==> src/rtl/ssp_pkg.sv <==
`default_nettype none
// ----------------------------------------------------------------------------
// ssp_pkg
// shared widths, register indexes and control types for the soft-start
// phase-angle controller
// ----------------------------------------------------------------------------
package ssp_pkg;

    localparam int SAMPLE_BITS = 12;
    localparam int DELAY_BITS  = 20;
    localparam int SQ_BITS     = 2 * SAMPLE_BITS;
    localparam int SUM_BITS    = 32;
    localparam int WIN_BITS    = 8;
    localparam int CFG_IDX_BITS  = 3;
    localparam int CFG_DATA_BITS = 32;

    typedef logic [CFG_IDX_BITS-1:0] t_cfg_idx;

    localparam t_cfg_idx CFG_OFFSET        = 3'd0;
    localparam t_cfg_idx CFG_WINDOW_LENGTH = 3'd1;
    localparam t_cfg_idx CFG_ON_THRESHOLD  = 3'd2;
    localparam t_cfg_idx CFG_OFF_THRESHOLD = 3'd3;
    localparam t_cfg_idx CFG_RAMP_START    = 3'd4;
    localparam t_cfg_idx CFG_RAMP_STEP     = 3'd5;
    localparam t_cfg_idx CFG_ON_TIME       = 3'd6;

    localparam logic [SAMPLE_BITS-1:0] RST_OFFSET        = SAMPLE_BITS'(1985);
    localparam logic [WIN_BITS-1:0]    RST_WINDOW_LENGTH = WIN_BITS'(200);
    localparam logic [SUM_BITS-1:0]    RST_ON_THRESHOLD  = SUM_BITS'(257322800);
    localparam logic [SUM_BITS-1:0]    RST_OFF_THRESHOLD = SUM_BITS'(229523800);
    localparam logic [DELAY_BITS-1:0]  RST_RAMP_START    = DELAY_BITS'(800000);
    localparam logic [DELAY_BITS-1:0]  RST_RAMP_STEP     = DELAY_BITS'(16000);
    localparam logic [DELAY_BITS-1:0]  RST_ON_TIME       = DELAY_BITS'(900000);

    typedef struct packed {
        logic en;
        logic load;
        logic stop;
        logic tick;
    } t_cnt_ctrl;

endpackage
`default_nettype wire

==> src/rtl/ssp_in_if.sv <==
`default_nettype none
// ----------------------------------------------------------------------------
// ssp_in_if
// input channel: one beat per timer tick with optional sample and zero cross
// ----------------------------------------------------------------------------
interface ssp_in_if;
    import ssp_pkg::*;

    logic                   valid;
    logic                   ready;
    logic                   tick;
    logic                   sample_valid;
    logic [SAMPLE_BITS-1:0] sample;
    logic                   zero_cross;

    modport source (output valid, tick, sample_valid, sample, zero_cross, input ready);
    modport sink   (input valid, tick, sample_valid, sample, zero_cross, output ready);
endinterface
`default_nettype wire

==> src/rtl/ssp_out_if.sv <==
`default_nettype none
// ----------------------------------------------------------------------------
// ssp_out_if
// result channel: gate, ramp status and window results
// ----------------------------------------------------------------------------
interface ssp_out_if;
    import ssp_pkg::*;

    logic                  valid;
    logic                  ready;
    logic                  gate_enable;
    logic                  running;
    logic                  full_on;
    logic                  window_done;
    logic [SUM_BITS-1:0]   window_sum;
    logic [DELAY_BITS-1:0] firing_delay;

    modport source (output valid, gate_enable, running, full_on, window_done,
                    window_sum, firing_delay, input ready);
    modport sink   (input valid, gate_enable, running, full_on, window_done,
                    window_sum, firing_delay, output ready);
endinterface
`default_nettype wire

==> src/rtl/ssp_countdown.sv <==
`default_nettype none
// ----------------------------------------------------------------------------
// ssp_countdown
// tick-driven down counter with load, stop and expiry on one or zero
// ----------------------------------------------------------------------------
module ssp_countdown (
    input  wire                            i_clk,
    input  wire                            i_rst_n,
    input  ssp_pkg::t_cnt_ctrl             i_ctrl,
    input  wire [ssp_pkg::DELAY_BITS-1:0]  i_load_val,
    output logic                           o_expire
);
    import ssp_pkg::*;

    logic [DELAY_BITS-1:0] r_cnt, n_cnt, cnt_a;
    logic                  r_act, n_act, act_a;

    always_comb begin
        if (i_ctrl.load) begin
            cnt_a = i_load_val;
            act_a = 1'b1;
        end else begin
            cnt_a = r_cnt;
            act_a = r_act & ~i_ctrl.stop;
        end
        o_expire = i_ctrl.tick && act_a && (cnt_a[DELAY_BITS-1:1] == '0);
        n_act    = act_a && !o_expire;
        if (!i_ctrl.tick || !act_a) begin
            n_cnt = cnt_a;
        end else if (o_expire) begin
            n_cnt = '0;
        end else begin
            n_cnt = cnt_a - DELAY_BITS'(1);
        end
    end

    always_ff @(posedge i_clk) begin
        if (!i_rst_n) begin
            r_cnt <= '0;
            r_act <= 1'b0;
        end else if (i_ctrl.en) begin
            r_cnt <= n_cnt;
            r_act <= n_act;
        end
    end

endmodule
`default_nettype wire

==> src/rtl/soft_start_phase_angle_controller.sv <==
`default_nettype none
// ----------------------------------------------------------------------------
// soft_start_phase_angle_controller
// Triac soft starter: mains mean-square window with hysteresis, firing delay
// ramp and zero-cross timed gate.
//
// i_in carries one beat per timer tick, with an optional ADC sample and an
// optional zero-cross edge; o_out returns exactly one result beat for each.
// i_cfg_we/i_cfg_idx/i_cfg_data write the seven settings; they are to be
// written only while idle, which the block itself does not enforce. The
// first register holds the offset-corrected square, the second the updated
// controller state and the result. One beat is taken every cycle while the
// receiver keeps up; the state update (accumulate, threshold compare, ramp
// step and counter decrement) between those two registers is combinational.
// A stalled receiver holds the result register; the square stage still takes
// one more beat, then i_in.ready drops until the result moves on.
// Reset loads the default settings, clears the window, flags, counters and
// gate, and sets the firing delay to the ramp start.
// ----------------------------------------------------------------------------
module soft_start_phase_angle_controller (
    input  wire                               i_clk,
    input  wire                               i_rst_n,
    ssp_in_if.sink                            i_in,
    ssp_out_if.source                         o_out,
    input  wire                               i_cfg_we,
    input  wire [ssp_pkg::CFG_IDX_BITS-1:0]   i_cfg_idx,
    input  wire [ssp_pkg::CFG_DATA_BITS-1:0]  i_cfg_data
);
    import ssp_pkg::*;

    // settings
    logic [SAMPLE_BITS-1:0] r_offset;
    logic [WIN_BITS-1:0]    r_window_length;
    logic [SUM_BITS-1:0]    r_on_threshold, r_off_threshold;
    logic [DELAY_BITS-1:0]  r_ramp_start, r_ramp_step, r_on_time;

    always_ff @(posedge i_clk) begin
        if (!i_rst_n) begin
            r_offset        <= RST_OFFSET;
            r_window_length <= RST_WINDOW_LENGTH;
            r_on_threshold  <= RST_ON_THRESHOLD;
            r_off_threshold <= RST_OFF_THRESHOLD;
            r_ramp_start    <= RST_RAMP_START;
            r_ramp_step     <= RST_RAMP_STEP;
            r_on_time       <= RST_ON_TIME;
        end else if (i_cfg_we) begin
            unique case (i_cfg_idx)
                CFG_OFFSET:        r_offset        <= i_cfg_data[SAMPLE_BITS-1:0];
                CFG_WINDOW_LENGTH: r_window_length <= i_cfg_data[WIN_BITS-1:0];
                CFG_ON_THRESHOLD:  r_on_threshold  <= i_cfg_data[SUM_BITS-1:0];
                CFG_OFF_THRESHOLD: r_off_threshold <= i_cfg_data[SUM_BITS-1:0];
                CFG_RAMP_START:    r_ramp_start    <= i_cfg_data[DELAY_BITS-1:0];
                CFG_RAMP_STEP:     r_ramp_step     <= i_cfg_data[DELAY_BITS-1:0];
                CFG_ON_TIME:       r_on_time       <= i_cfg_data[DELAY_BITS-1:0];
                default: ;
            endcase
        end
    end

    // handshake
    logic r_s1_valid, r_out_valid;
    logic out_free, s1_move, in_beat;

    assign out_free   = !r_out_valid || o_out.ready;
    assign s1_move    = r_s1_valid && out_free;
    assign i_in.ready = !r_s1_valid || out_free;
    assign in_beat    = i_in.valid && i_in.ready;

    // square stage
    logic signed [SAMPLE_BITS:0]       adj;
    logic signed [SQ_BITS-1:0]         adj_wide, sq_full;
    logic [SQ_BITS-1:0]                r_s1_sq;
    logic                              r_s1_tick, r_s1_sv, r_s1_zc;

    assign adj      = $signed({1'b0, i_in.sample}) - $signed({1'b0, r_offset});
    assign adj_wide = SQ_BITS'(adj);
    assign sq_full  = adj_wide * adj_wide;

    always_ff @(posedge i_clk) begin
        if (!i_rst_n) begin
            r_s1_valid <= 1'b0;
        end else if (in_beat) begin
            r_s1_valid <= 1'b1;
        end else if (s1_move) begin
            r_s1_valid <= 1'b0;
        end
        if (in_beat) begin
            r_s1_sq   <= sq_full;
            r_s1_tick <= i_in.tick;
            r_s1_sv   <= i_in.sample_valid;
            r_s1_zc   <= i_in.zero_cross;
        end
    end

    // controller state
    logic [SUM_BITS-1:0]   r_acc, n_acc, r_last_sum, n_last_sum;
    logic [WIN_BITS-1:0]   r_count, n_count, count_inc;
    logic                  r_run, n_run, r_full, n_full, r_gate, n_gate, win_gate;
    logic [DELAY_BITS-1:0] r_delay, n_delay;
    logic [SUM_BITS:0]     acc_sum;
    logic [SUM_BITS-1:0]   acc_sat;
    logic                  done, cnt_stop, delay_exp, hold_exp;
    t_cnt_ctrl             delay_ctrl, hold_ctrl;

    assign acc_sum   = {1'b0, r_acc} + (SUM_BITS+1)'(r_s1_sq);
    assign acc_sat   = acc_sum[SUM_BITS] ? '1 : acc_sum[SUM_BITS-1:0];
    assign count_inc = r_count + WIN_BITS'(1);

    always_comb begin
        n_acc      = r_acc;
        n_count    = r_count;
        n_last_sum = r_last_sum;
        n_run      = r_run;
        n_full     = r_full;
        n_delay    = r_delay;
        win_gate   = r_gate;
        done       = 1'b0;
        cnt_stop   = 1'b0;
        if (r_s1_sv) begin
            n_acc   = acc_sat;
            n_count = count_inc;
            if (count_inc >= r_window_length) begin
                n_last_sum = acc_sat;
                n_acc      = '0;
                n_count    = '0;
                done       = 1'b1;
                if (acc_sat >= r_on_threshold) begin
                    n_run = 1'b1;
                end else if (acc_sat < r_off_threshold) begin
                    n_run    = 1'b0;
                    n_full   = 1'b0;
                    n_delay  = r_ramp_start;
                    win_gate = 1'b0;
                end
                if (n_run) begin
                    if (n_delay > r_ramp_step) begin
                        n_delay = n_delay - r_ramp_step;
                    end else begin
                        n_full   = 1'b1;
                        cnt_stop = 1'b1;
                        win_gate = 1'b1;
                    end
                end
            end
        end
    end

    // counter expiry after the window update
    always_comb begin
        n_gate = win_gate;
        if (delay_exp && n_run) begin
            n_gate = 1'b1;
        end
        if (hold_exp) begin
            n_gate = 1'b0;
        end
    end

    assign delay_ctrl = '{en: s1_move, load: r_s1_zc && !n_full, stop: cnt_stop,
                          tick: r_s1_tick};
    assign hold_ctrl  = delay_ctrl;

    ssp_countdown u_delay_cnt (
        .i_clk      (i_clk),
        .i_rst_n    (i_rst_n),
        .i_ctrl     (delay_ctrl),
        .i_load_val (n_delay),
        .o_expire   (delay_exp)
    );

    ssp_countdown u_hold_cnt (
        .i_clk      (i_clk),
        .i_rst_n    (i_rst_n),
        .i_ctrl     (hold_ctrl),
        .i_load_val (r_on_time),
        .o_expire   (hold_exp)
    );

    logic r_o_done;

    always_ff @(posedge i_clk) begin
        if (!i_rst_n) begin
            r_acc       <= '0;
            r_count     <= '0;
            r_last_sum  <= '0;
            r_run       <= 1'b0;
            r_full      <= 1'b0;
            r_delay     <= RST_RAMP_START;
            r_gate      <= 1'b0;
            r_out_valid <= 1'b0;
            r_o_done    <= 1'b0;
        end else begin
            if (s1_move) begin
                r_acc       <= n_acc;
                r_count     <= n_count;
                r_last_sum  <= n_last_sum;
                r_run       <= n_run;
                r_full      <= n_full;
                r_delay     <= n_delay;
                r_gate      <= n_gate;
                r_o_done    <= done;
                r_out_valid <= 1'b1;
            end else if (o_out.ready) begin
                r_out_valid <= 1'b0;
            end
        end
    end

    // result beat reflects the state just written
    assign o_out.valid        = r_out_valid;
    assign o_out.gate_enable  = r_gate;
    assign o_out.running      = r_run;
    assign o_out.full_on      = r_full;
    assign o_out.window_done  = r_o_done;
    assign o_out.window_sum   = r_last_sum;
    assign o_out.firing_delay = r_delay;

endmodule
`default_nettype wire

==> src/flat_wrapper.sv <==
// flat-port wrapper written by rule: the top's interface ports become plain ports
module soft_start_phase_angle_controller_flat import ssp_pkg::*;
  (i_clk, i_rst_n, i_cfg_we, i_cfg_idx, i_cfg_data, i_in_valid, i_in_tick, i_in_sample_valid, i_in_sample, i_in_zero_cross, i_in_ready, o_out_valid, o_out_gate_enable, o_out_running, o_out_full_on, o_out_window_done, o_out_window_sum, o_out_firing_delay, o_out_ready);
  ssp_in_if i_in_i ();
  ssp_out_if o_out_i ();
  input  wire i_clk;
  input  wire i_rst_n;
  input  wire i_cfg_we;
  input  wire [ssp_pkg::CFG_IDX_BITS-1:0] i_cfg_idx;
  input  wire [ssp_pkg::CFG_DATA_BITS-1:0] i_cfg_data;
  input wire logic [$bits(i_in_i.valid)-1:0] i_in_valid;
  input wire logic [$bits(i_in_i.tick)-1:0] i_in_tick;
  input wire logic [$bits(i_in_i.sample_valid)-1:0] i_in_sample_valid;
  input wire logic [$bits(i_in_i.sample)-1:0] i_in_sample;
  input wire logic [$bits(i_in_i.zero_cross)-1:0] i_in_zero_cross;
  output wire logic [$bits(i_in_i.ready)-1:0] i_in_ready;
  output wire logic [$bits(o_out_i.valid)-1:0] o_out_valid;
  output wire logic [$bits(o_out_i.gate_enable)-1:0] o_out_gate_enable;
  output wire logic [$bits(o_out_i.running)-1:0] o_out_running;
  output wire logic [$bits(o_out_i.full_on)-1:0] o_out_full_on;
  output wire logic [$bits(o_out_i.window_done)-1:0] o_out_window_done;
  output wire logic [$bits(o_out_i.window_sum)-1:0] o_out_window_sum;
  output wire logic [$bits(o_out_i.firing_delay)-1:0] o_out_firing_delay;
  input wire logic [$bits(o_out_i.ready)-1:0] o_out_ready;
  assign i_in_i.valid = i_in_valid;
  assign i_in_i.tick = i_in_tick;
  assign i_in_i.sample_valid = i_in_sample_valid;
  assign i_in_i.sample = i_in_sample;
  assign i_in_i.zero_cross = i_in_zero_cross;
  assign i_in_ready = i_in_i.ready;
  assign o_out_valid = o_out_i.valid;
  assign o_out_gate_enable = o_out_i.gate_enable;
  assign o_out_running = o_out_i.running;
  assign o_out_full_on = o_out_i.full_on;
  assign o_out_window_done = o_out_i.window_done;
  assign o_out_window_sum = o_out_i.window_sum;
  assign o_out_firing_delay = o_out_i.firing_delay;
  assign o_out_i.ready = o_out_ready;
  soft_start_phase_angle_controller u_core (.i_clk(i_clk), .i_rst_n(i_rst_n), .i_in(i_in_i), .o_out(o_out_i), .i_cfg_we(i_cfg_we), .i_cfg_idx(i_cfg_idx), .i_cfg_data(i_cfg_data));
endmodule
==> config.mk <==
export PLATFORM = sky130hd
export DESIGN_NAME = soft_start_phase_angle_controller_flat
export DESIGN_NICKNAME = d
export VERILOG_FILES = /design/src/rtl/ssp_pkg.sv /design/src/rtl/ssp_in_if.sv /design/src/rtl/ssp_out_if.sv /design/src/rtl/ssp_countdown.sv /design/src/rtl/soft_start_phase_angle_controller.sv /design/src/flat_wrapper.sv
export SDC_FILE = /design/constraint.sdc
export NUM_CORES = 1
export LEC_CHECK = 0
export BUFFER_PORTS_ARGS = -buffer_cell sky130_fd_sc_hd__buf_4
export CORE_MARGIN = 4
export CORE_UTILIZATION = 45
export DETAILED_ROUTE_END_ITERATION = 7
export PLACE_DENSITY = 0.62
export SLEW_MARGIN = 5
export SYNTH_ARGS = -nofsm -noshare
export SYNTH_HDL_FRONTEND = slang
export SYNTH_SLANG_ARGS = --single-unit
==> constraint.sdc <==
create_clock -name i_clk -period 9.5 [get_ports i_clk]
set_input_delay 1.9 -clock i_clk [delete_from_list [all_inputs] [get_ports i_clk]]
set_output_delay 1.9 -clock i_clk [all_outputs]
set_load 0.02 [all_outputs]
==> results of run 1 <==
final timing paths:
check                                     from                           end  slack [ns]  cells after the start
hold / removal    u_core.u_delay_cnt.r_cnt[12]  u_core.u_delay_cnt.r_cnt[12]        0.45                      2
setup reg to reg             u_core.r_s1_sq[2]  u_core.u_delay_cnt.r_cnt[16]        0.35                     41
setup / recovery             u_core.r_s1_sq[2]  u_core.u_delay_cnt.r_cnt[16]        0.35                     41
hold reg to reg   u_core.u_delay_cnt.r_cnt[12]  u_core.u_delay_cnt.r_cnt[12]        0.45                      2
timing repair:
item	CTS	global route
setup buffers	0	12
setup endpoints to repair	0	47
gates resized for setup	0	73
flip-flops by register name, summed over array words and instances, names as in the netlist, 8 cells and up:
name / cells
u_core.o_out.window_sum: 32
u_core.r_count: 8
u_core.r_acc: 32
u_core.r_on_time: 20
u_core.r_ramp_step: 20
u_core.r_ramp_start: 20
u_core.r_offset: 12
u_core.o_out.firing_delay: 20
u_core.r_window_length: 8
u_core.r_on_threshold: 32
u_core.u_hold_cnt.r_cnt: 20
u_core.r_s1_sq: 23
u_core.r_off_threshold: 32
u_core.u_delay_cnt.r_cnt: 20
synthesized netlist by cell type, drive strengths merged, types with 23 or more instances:
master / instances / area (um2)
nand2: 453 / 1700
dfxtp: 284 / 5690
inv: 284 / 1070
nor2: 236 / 888
a21oi: 220 / 1130
ha: 193 / 2410
fa: 137 / 2740
o21ai: 112 / 561
clkbuf: 95 / 357
nand3: 76 / 398
xnor2: 74 / 648
nor3: 67 / 347
o211ai: 60 / 455
a211oi: 36 / 285
a22oi: 36 / 270
xor2: 33 / 289
buf: 29 / 173
edfxtp: 26 / 781
nor4: 26 / 203
a21o: 24 / 180
nand2b: 24 / 150
mux2i: 23 / 230
o21bai: 23 / 173
power groups by stage:
stage,Sequential [mW],Combinational (mW),Clock (mW)
floorplan,1.86,5.76,0
global placement,1.90,7.82,0
detailed placement,1.90,7.95,0
CTS,1.87,8.07,1.60
global route,1.87,9.13,1.65
finish,1.87,8.05,1.58
layout make-up:
type	instances	share of cell area (%)
Multi-Input combinational cell	2109	55.8
Sequential cell	310	23.2
Timing Repair Buffer	336	9.21
Clock buffer	54	3.99
Inverter	292	3.95
Tap cell	680	3.05
Clock inverter	14	0.813
Antenna cell	1	0.00898
per-layer routing:
layer	vias to the layer above	global-route usage (%)	routed length [um]
met1	10300	33.6	31200
met2	628	43.9	35900
met4	2	8.13	2190
met5	-	0	11
met3	134	2.98	3940
li1	10200	-	-
worst max-delay path: cells and delay by family (launching register included):
kind / cells / cell delay (ns)
muxes: 1 / 0.18
and+or+nand+nor: 10 / 2.15
AOI/OAI and AO/OA: 20 / 4.25
buffers and inverters: 7 / 0.98
adders and majority gates: 3 / 1.01
DFF: 1 / 0.44
logic make-up after synthesis:
logic type | Yosys count | synth area share [%]
AO/OA/AOI/OAI | 640 | 18.1
XOR/XNOR | 107 | 4.03
adder cells (fa/ha/maj) | 330 | 22.2
buffers and inverters | 416 | 6.99
flip-flops | 310 | 27.8
multiplexers | 38 | 1.72
AND/OR/NAND/NOR | 994 | 19.2
==> impl_results.md, run 1 <==
- Commonest non-fill, non-tap cells in the layout: nand2_1, buf_4, inv_1, dfxtp_1, nor2_1
- Clock insertion delay at the later pin of the skew report: 0.57 ns
- Most instantiated flip-flop cell in the synthesis netlist: dfxtp_1
- Overall routing resource usage: 25.5%
- Routability cong.: 0.931
- Worst relative slew slack: 15.5%
- Number of H-tree levels: 2
- Final net count: 3471
- Initial antenna violation count: 1
- Most common cell after layout, fill and taps aside: nand2_1
- Die Span X: 235 um
- Number of DRC violations after detailed-routing iteration 0: 1651
- Die H: 235 um
- Classification of the worst setup path: flip-flop to flip-flop
- Number of distinct library cell variants in the gate-level netlist after synthesis: 94
- Power density over the cells: 413 mW/mm2
- CP Launch Type: flip-flop
- Number of max-capacitance violations reported: 0
- Power Internal: 6.50 mW
- Hold_buf cts: 0
- Number of global-route vias before repair: 21100
- Status: finished clean
- Layout overhead on the synthesized area: 19.8%
- TritonCTS clock tree: built
- Wire length of the first global-routing pass: 115 mm
- Count of synthesis-stage warnings from yosys: 0
- Avg Vias per Cell: 5.61
- Worst-case clock buffer depth: 3
- Post-route cell area: 0.0279 mm2
- Critical-path top delay cell: or4_4
- Total power: 11.5 mW
- DRC violations left: 0
- Post-Syn Area: 0.0233 mm2
- Largest fanout of any net on the critical path: 6
- Data arrival time of the critical path: 9.60 ns
- Average detailed-routed wire length per instance: 19.3 um
- Fin worst setup slack: 0.346 ns
- # port buffers: 112
- Register Area: 0.00647 mm2
- Post-Syn Instances: 2835
- Switch share: 43.5%
- Full die area: 0.0554 mm2
- Cell chosen for the clock root: clkbuf_16
- Layout cells sized above 1: 16.3%
- GRT overflow: 0
- Syn_area_per_cell: 8.21 um2
- Proportion of synthesized flip-flops having asynchronous set or reset: 0%
- TritonCTS Buffers: 37
- Total Wirelength: 73.2 mm
- Seq pwr share: 16.3%
- Worst-margin pin slew: 1.26 ns
- CTS sink count: 310
- Leakage power of the design: 12.3 nW
- Fin crit period: 9.15 ns
- Multi-input gate area: 0.0155 mm2
- TritonRoute pass-1 iters: 6
- Initial cell density of the core: 45.4%
- Post-Place Cells: 3715
- Data required, critical path: 9.95 ns
- Fmax: 109 MHz
- Register area share after synthesis: 27.8%
- Via Count: 21300
- Comb pwr share: 70.0%
- Max incr delay on CP: 0.58 ns
- Antenna-violating nets left: 0
- Worst hold slack across all endpoints: 0.450 ns
- Cell area after placement: 0.0261 mm2
- Final Max Slew Viols: 0
- Switching power: 5.00 mW
- Setup Viol. Count Final: 0
- Final number of hold-violating endpoints: 0
- IO Pins: 113
- Worst-path clk slew: 0.06 ns
- Largest clock skew in the final design: 0.0317 ns
- HPWL reported at the end of detailed placement: 55.0 mm
- Highest ir drop seen on vdd: 1910 uV
- Fin Setup TNS: 0 ns
- Post-synthesis sequential element count: 310
- Part of the power in the clock network: 13.7%
- Min-Delay Path Class: flip-flop to flip-flop
- Filler Cell Count: 4846
- Cell Rows: 83
- Portion of the clock cycle consumed by the worst path in the final layout: 96.4%
- Share of the core filled with cells in the final layout: 54.4%
- Post-placement worst setup slack: -0.244 ns
- Crit. End Element: flip-flop
- Maximum number of pins on one net before global-route repair: 69
- Area of the placeable core: 0.0512 mm2
- Critical path's most frequent cell: buf_4
- EDFF count, synth: 26
- Number of nets in the synthesized netlist: 3220
- Count of placed standard cells in the final layout, fillers left out: 3796
Note: power is estimated with default switching activity, not from simulation.
==> run 2, diff against run 1 <==
--- a/config.mk
+++ b/config.mk
@@ -9,7 +9,7 @@
 export CORE_MARGIN = 4
 export CORE_UTILIZATION = 45
 export DETAILED_ROUTE_END_ITERATION = 7
-export PLACE_DENSITY = 0.62
+export PLACE_DENSITY_LB_ADDON = 0.08
 export SLEW_MARGIN = 5
 export SYNTH_ARGS = -nofsm -noshare
 export SYNTH_HDL_FRONTEND = slang
==> run 2 against run 1 <==
- global-route usage grew 0.38 points
- largest cell class unchanged
- cell count is 0.50% higher
- critical path depth shrank 5
- core utilization up 0.37 points
- non-clock buffer count increased by 16
- combinational power rose by 0.9%
- clock skew shrank 0.011 ns
==> impl_results.md, run 2 (synthesis results as in run 1) <==
- Worst relative slew slack: 20.8% (was 15.5%)
- CP Launch Type: flip-flop (unchanged)
- GRT overflow: 0 (unchanged)
- Classification of the worst setup path: flip-flop to flip-flop (unchanged)
- Number of H-tree levels: 2 (unchanged)
- Via Count: 21400 (was 21300)
- Leakage power of the design: 12.4 nW (was 12.3 nW)
- Data required, critical path: 10.01 ns (was 9.95 ns)
- Minimum setup slack among reg-to-reg paths: 0.39 ns (was 0.35 ns)
- DRC violations left: 0 (unchanged)
- Avg Vias per Cell: 5.61 (about the same)
- Average detailed-routed wire length per instance: 19.5 um (was 19.3 um)
- Setup Viol. Count Final: 0 (unchanged)
- IO Pins: 113 (unchanged)
- Critical path's most frequent cell: buf_4 (unchanged)
- Crit. End Element: flip-flop (unchanged)
- Max incr delay on CP: 0.57 ns (was 0.58 ns)
- TritonRoute pass-1 iters: 7 (was 6)
- Antenna Diode Count: 0 (was 1)
- Initial cell density of the core: 45.4% (unchanged)
- Power density over the cells: 410 mW/mm2 (was 413 mW/mm2)
- Hold_buf cts: 0 (unchanged)
- Most common cell after layout, fill and taps aside: nand2_1 (unchanged)
- Die Span X: 235 um (unchanged)
- Final number of hold-violating endpoints: 0 (unchanged)
- Layout overhead on the synthesized area: 20.6% (was 19.8%)
- Number of max-capacitance violations reported: 0 (unchanged)
- Total Wirelength: 74.5 mm (was 73.2 mm)
- Total power: 11.5 mW (about the same)
- Min-Delay Path Class: flip-flop to flip-flop (unchanged)
- Largest fanout of any net on the critical path: 7 (was 6)
- Final Max Slew Viols: 0 (unchanged)
- Fmax: 110 MHz (was 109 MHz)
- Fin crit period: 9.11 ns (was 9.15 ns)
- Number of DRC violations after detailed-routing iteration 0: 1577 (was 1651)
- Commonest non-fill, non-tap cells in the layout: nand2_1, buf_4, inv_1, dfxtp_1, nor2_1 (unchanged)
- Final net count: 3491 (was 3471)
- TritonCTS Buffers: 38 (was 37)
- Number of global-route vias before repair: 20700 (was 21100)
- CTS sink count: 310 (unchanged)
- Worst-margin pin slew: 1.19 ns (was 1.26 ns)
- Die H: 235 um (unchanged)
- Cell Rows: 83 (unchanged)
- Worst-case clock buffer depth: 3 (unchanged)
- Status: finished clean (unchanged)
- Filler Cell Count: 4810 (was 4846)
- Worst-path clk slew: 0.06 ns (about the same)
- # port buffers: 112 (unchanged)
- Post-placement worst setup slack: -0.182 ns (was -0.244 ns)
- Largest clock skew in the final design: 0.0203 ns (was 0.0317 ns)
- Layout cells sized above 1: 17.1% (was 16.3%)
- HPWL reported at the end of detailed placement: 55.8 mm (was 55.0 mm)
- TritonCTS clock tree: built (unchanged)
- Portion of the clock cycle consumed by the worst path in the final layout: 95.9% (was 96.4%)
- Clock insertion delay at the later pin of the skew report: 0.58 ns (was 0.57 ns)
- Wire length of the first global-routing pass: 116 mm (was 115 mm)
- Area of the placeable core: 0.0512 mm2 (unchanged)
- Critical-path top delay cell: or4_4 (unchanged)
- Antenna-violating nets left: 0 (unchanged)
- Fin worst setup slack: 0.388 ns (was 0.346 ns)
- Routability cong.: 0.937 (was 0.931)
- Initial antenna violation count: 0 (was 1)
- Overall routing resource usage: 25.8% (was 25.5%)
- Cell chosen for the clock root: clkbuf_16 (unchanged)
- Full die area: 0.0554 mm2 (unchanged)
- Data arrival time of the critical path: 9.62 ns (was 9.60 ns)
- Highest ir drop seen on vdd: 2030 uV (was 1910 uV)
- Maximum number of pins on one net before global-route repair: 112 (was 69)
run 2: final cells by class:
class / count / area (um2) / area share [%]
clock inverters: 14 / 171 / 0.611
repair buffers: 352 / 2710 / 9.67
inverters: 292 / 1100 / 3.92
flip-flops and latches: 310 / 6470 / 23.0
well taps: 680 / 851 / 3.03
clock buffers: 55 / 1110 / 3.94
multi-input cells: 2112 / 15600 / 55.8
run 2: critical path: cells and delay by family, from the launching register on:
kind / cells / cell delay (ns)
DFF: 1 / 0.44
buffers and inverters: 7 / 1.29
adders and majority gates: 4 / 1.24
muxes: 2 / 0.55
AOI/OAI and AO/OA: 12 / 2.70
and+or+nand+nor: 11 / 2.81
run 2: power breakdown:
part / internal, mW / switching [mW]
clock: 0.895 / 0.611
sequential: 1.81 / 0.0754
combinational: 3.85 / 4.27
total: 6.56 / 4.95
run 2: worst paths after layout:
check,from,endpoint,depth (start not counted)
setup / recovery,u_core.r_s1_sq[18],u_core.u_hold_cnt.r_cnt[6],36
hold / removal,u_core.u_delay_cnt.r_cnt[18],u_core.u_delay_cnt.r_cnt[18],2
setup reg to reg,u_core.r_s1_sq[18],u_core.u_hold_cnt.r_cnt[6],36
hold reg to reg,u_core.u_delay_cnt.r_cnt[18],u_core.u_delay_cnt.r_cnt[18],2
run 2: what timing repair did:
| item | CTS | global route |
|---|---|---|
| pin swaps | 0 | 38 |
| gates cloned | 0 | 4 |
| setup endpoints to repair | 2 | 46 |
| resized for setup | 2 | 81 |
| setup buffers | 0 | 26 |
run 2: per-stage QoR:
step / hold slack [ns] / cell area, um2 / setup TNS [ns] / instances / util (%)
floorplan: 0.419 / 23300 / -0.0346 / 2835 / -
CTS: 0.451 / 27400 / 0 / 3785 / 53.5
global placement: 0.434 / 26100 / -0.190 / 3716 / 51.0
detailed placement: 0.442 / 26100 / -0.391 / 3716 / 51.0
global route: 0.471 / 28100 / -0.245 / 3815 / 54.8
finish: 0.455 / 28100 / 0 / 3815 / 54.8
run 2: routing by layer:
layer / share of wire, % / track usage (%) / up-vias / wire (um)
li1: - / - / 10300 / -
met2: 47 / 43.3 / 640 / 35300
met3: 5.6 / 3.68 / 117 / 4180
met4: 3.0 / 7.44 / 0 / 2230
met1: 44 / 35.0 / 10400 / 32700
met5: 0 / 0 / - / 0
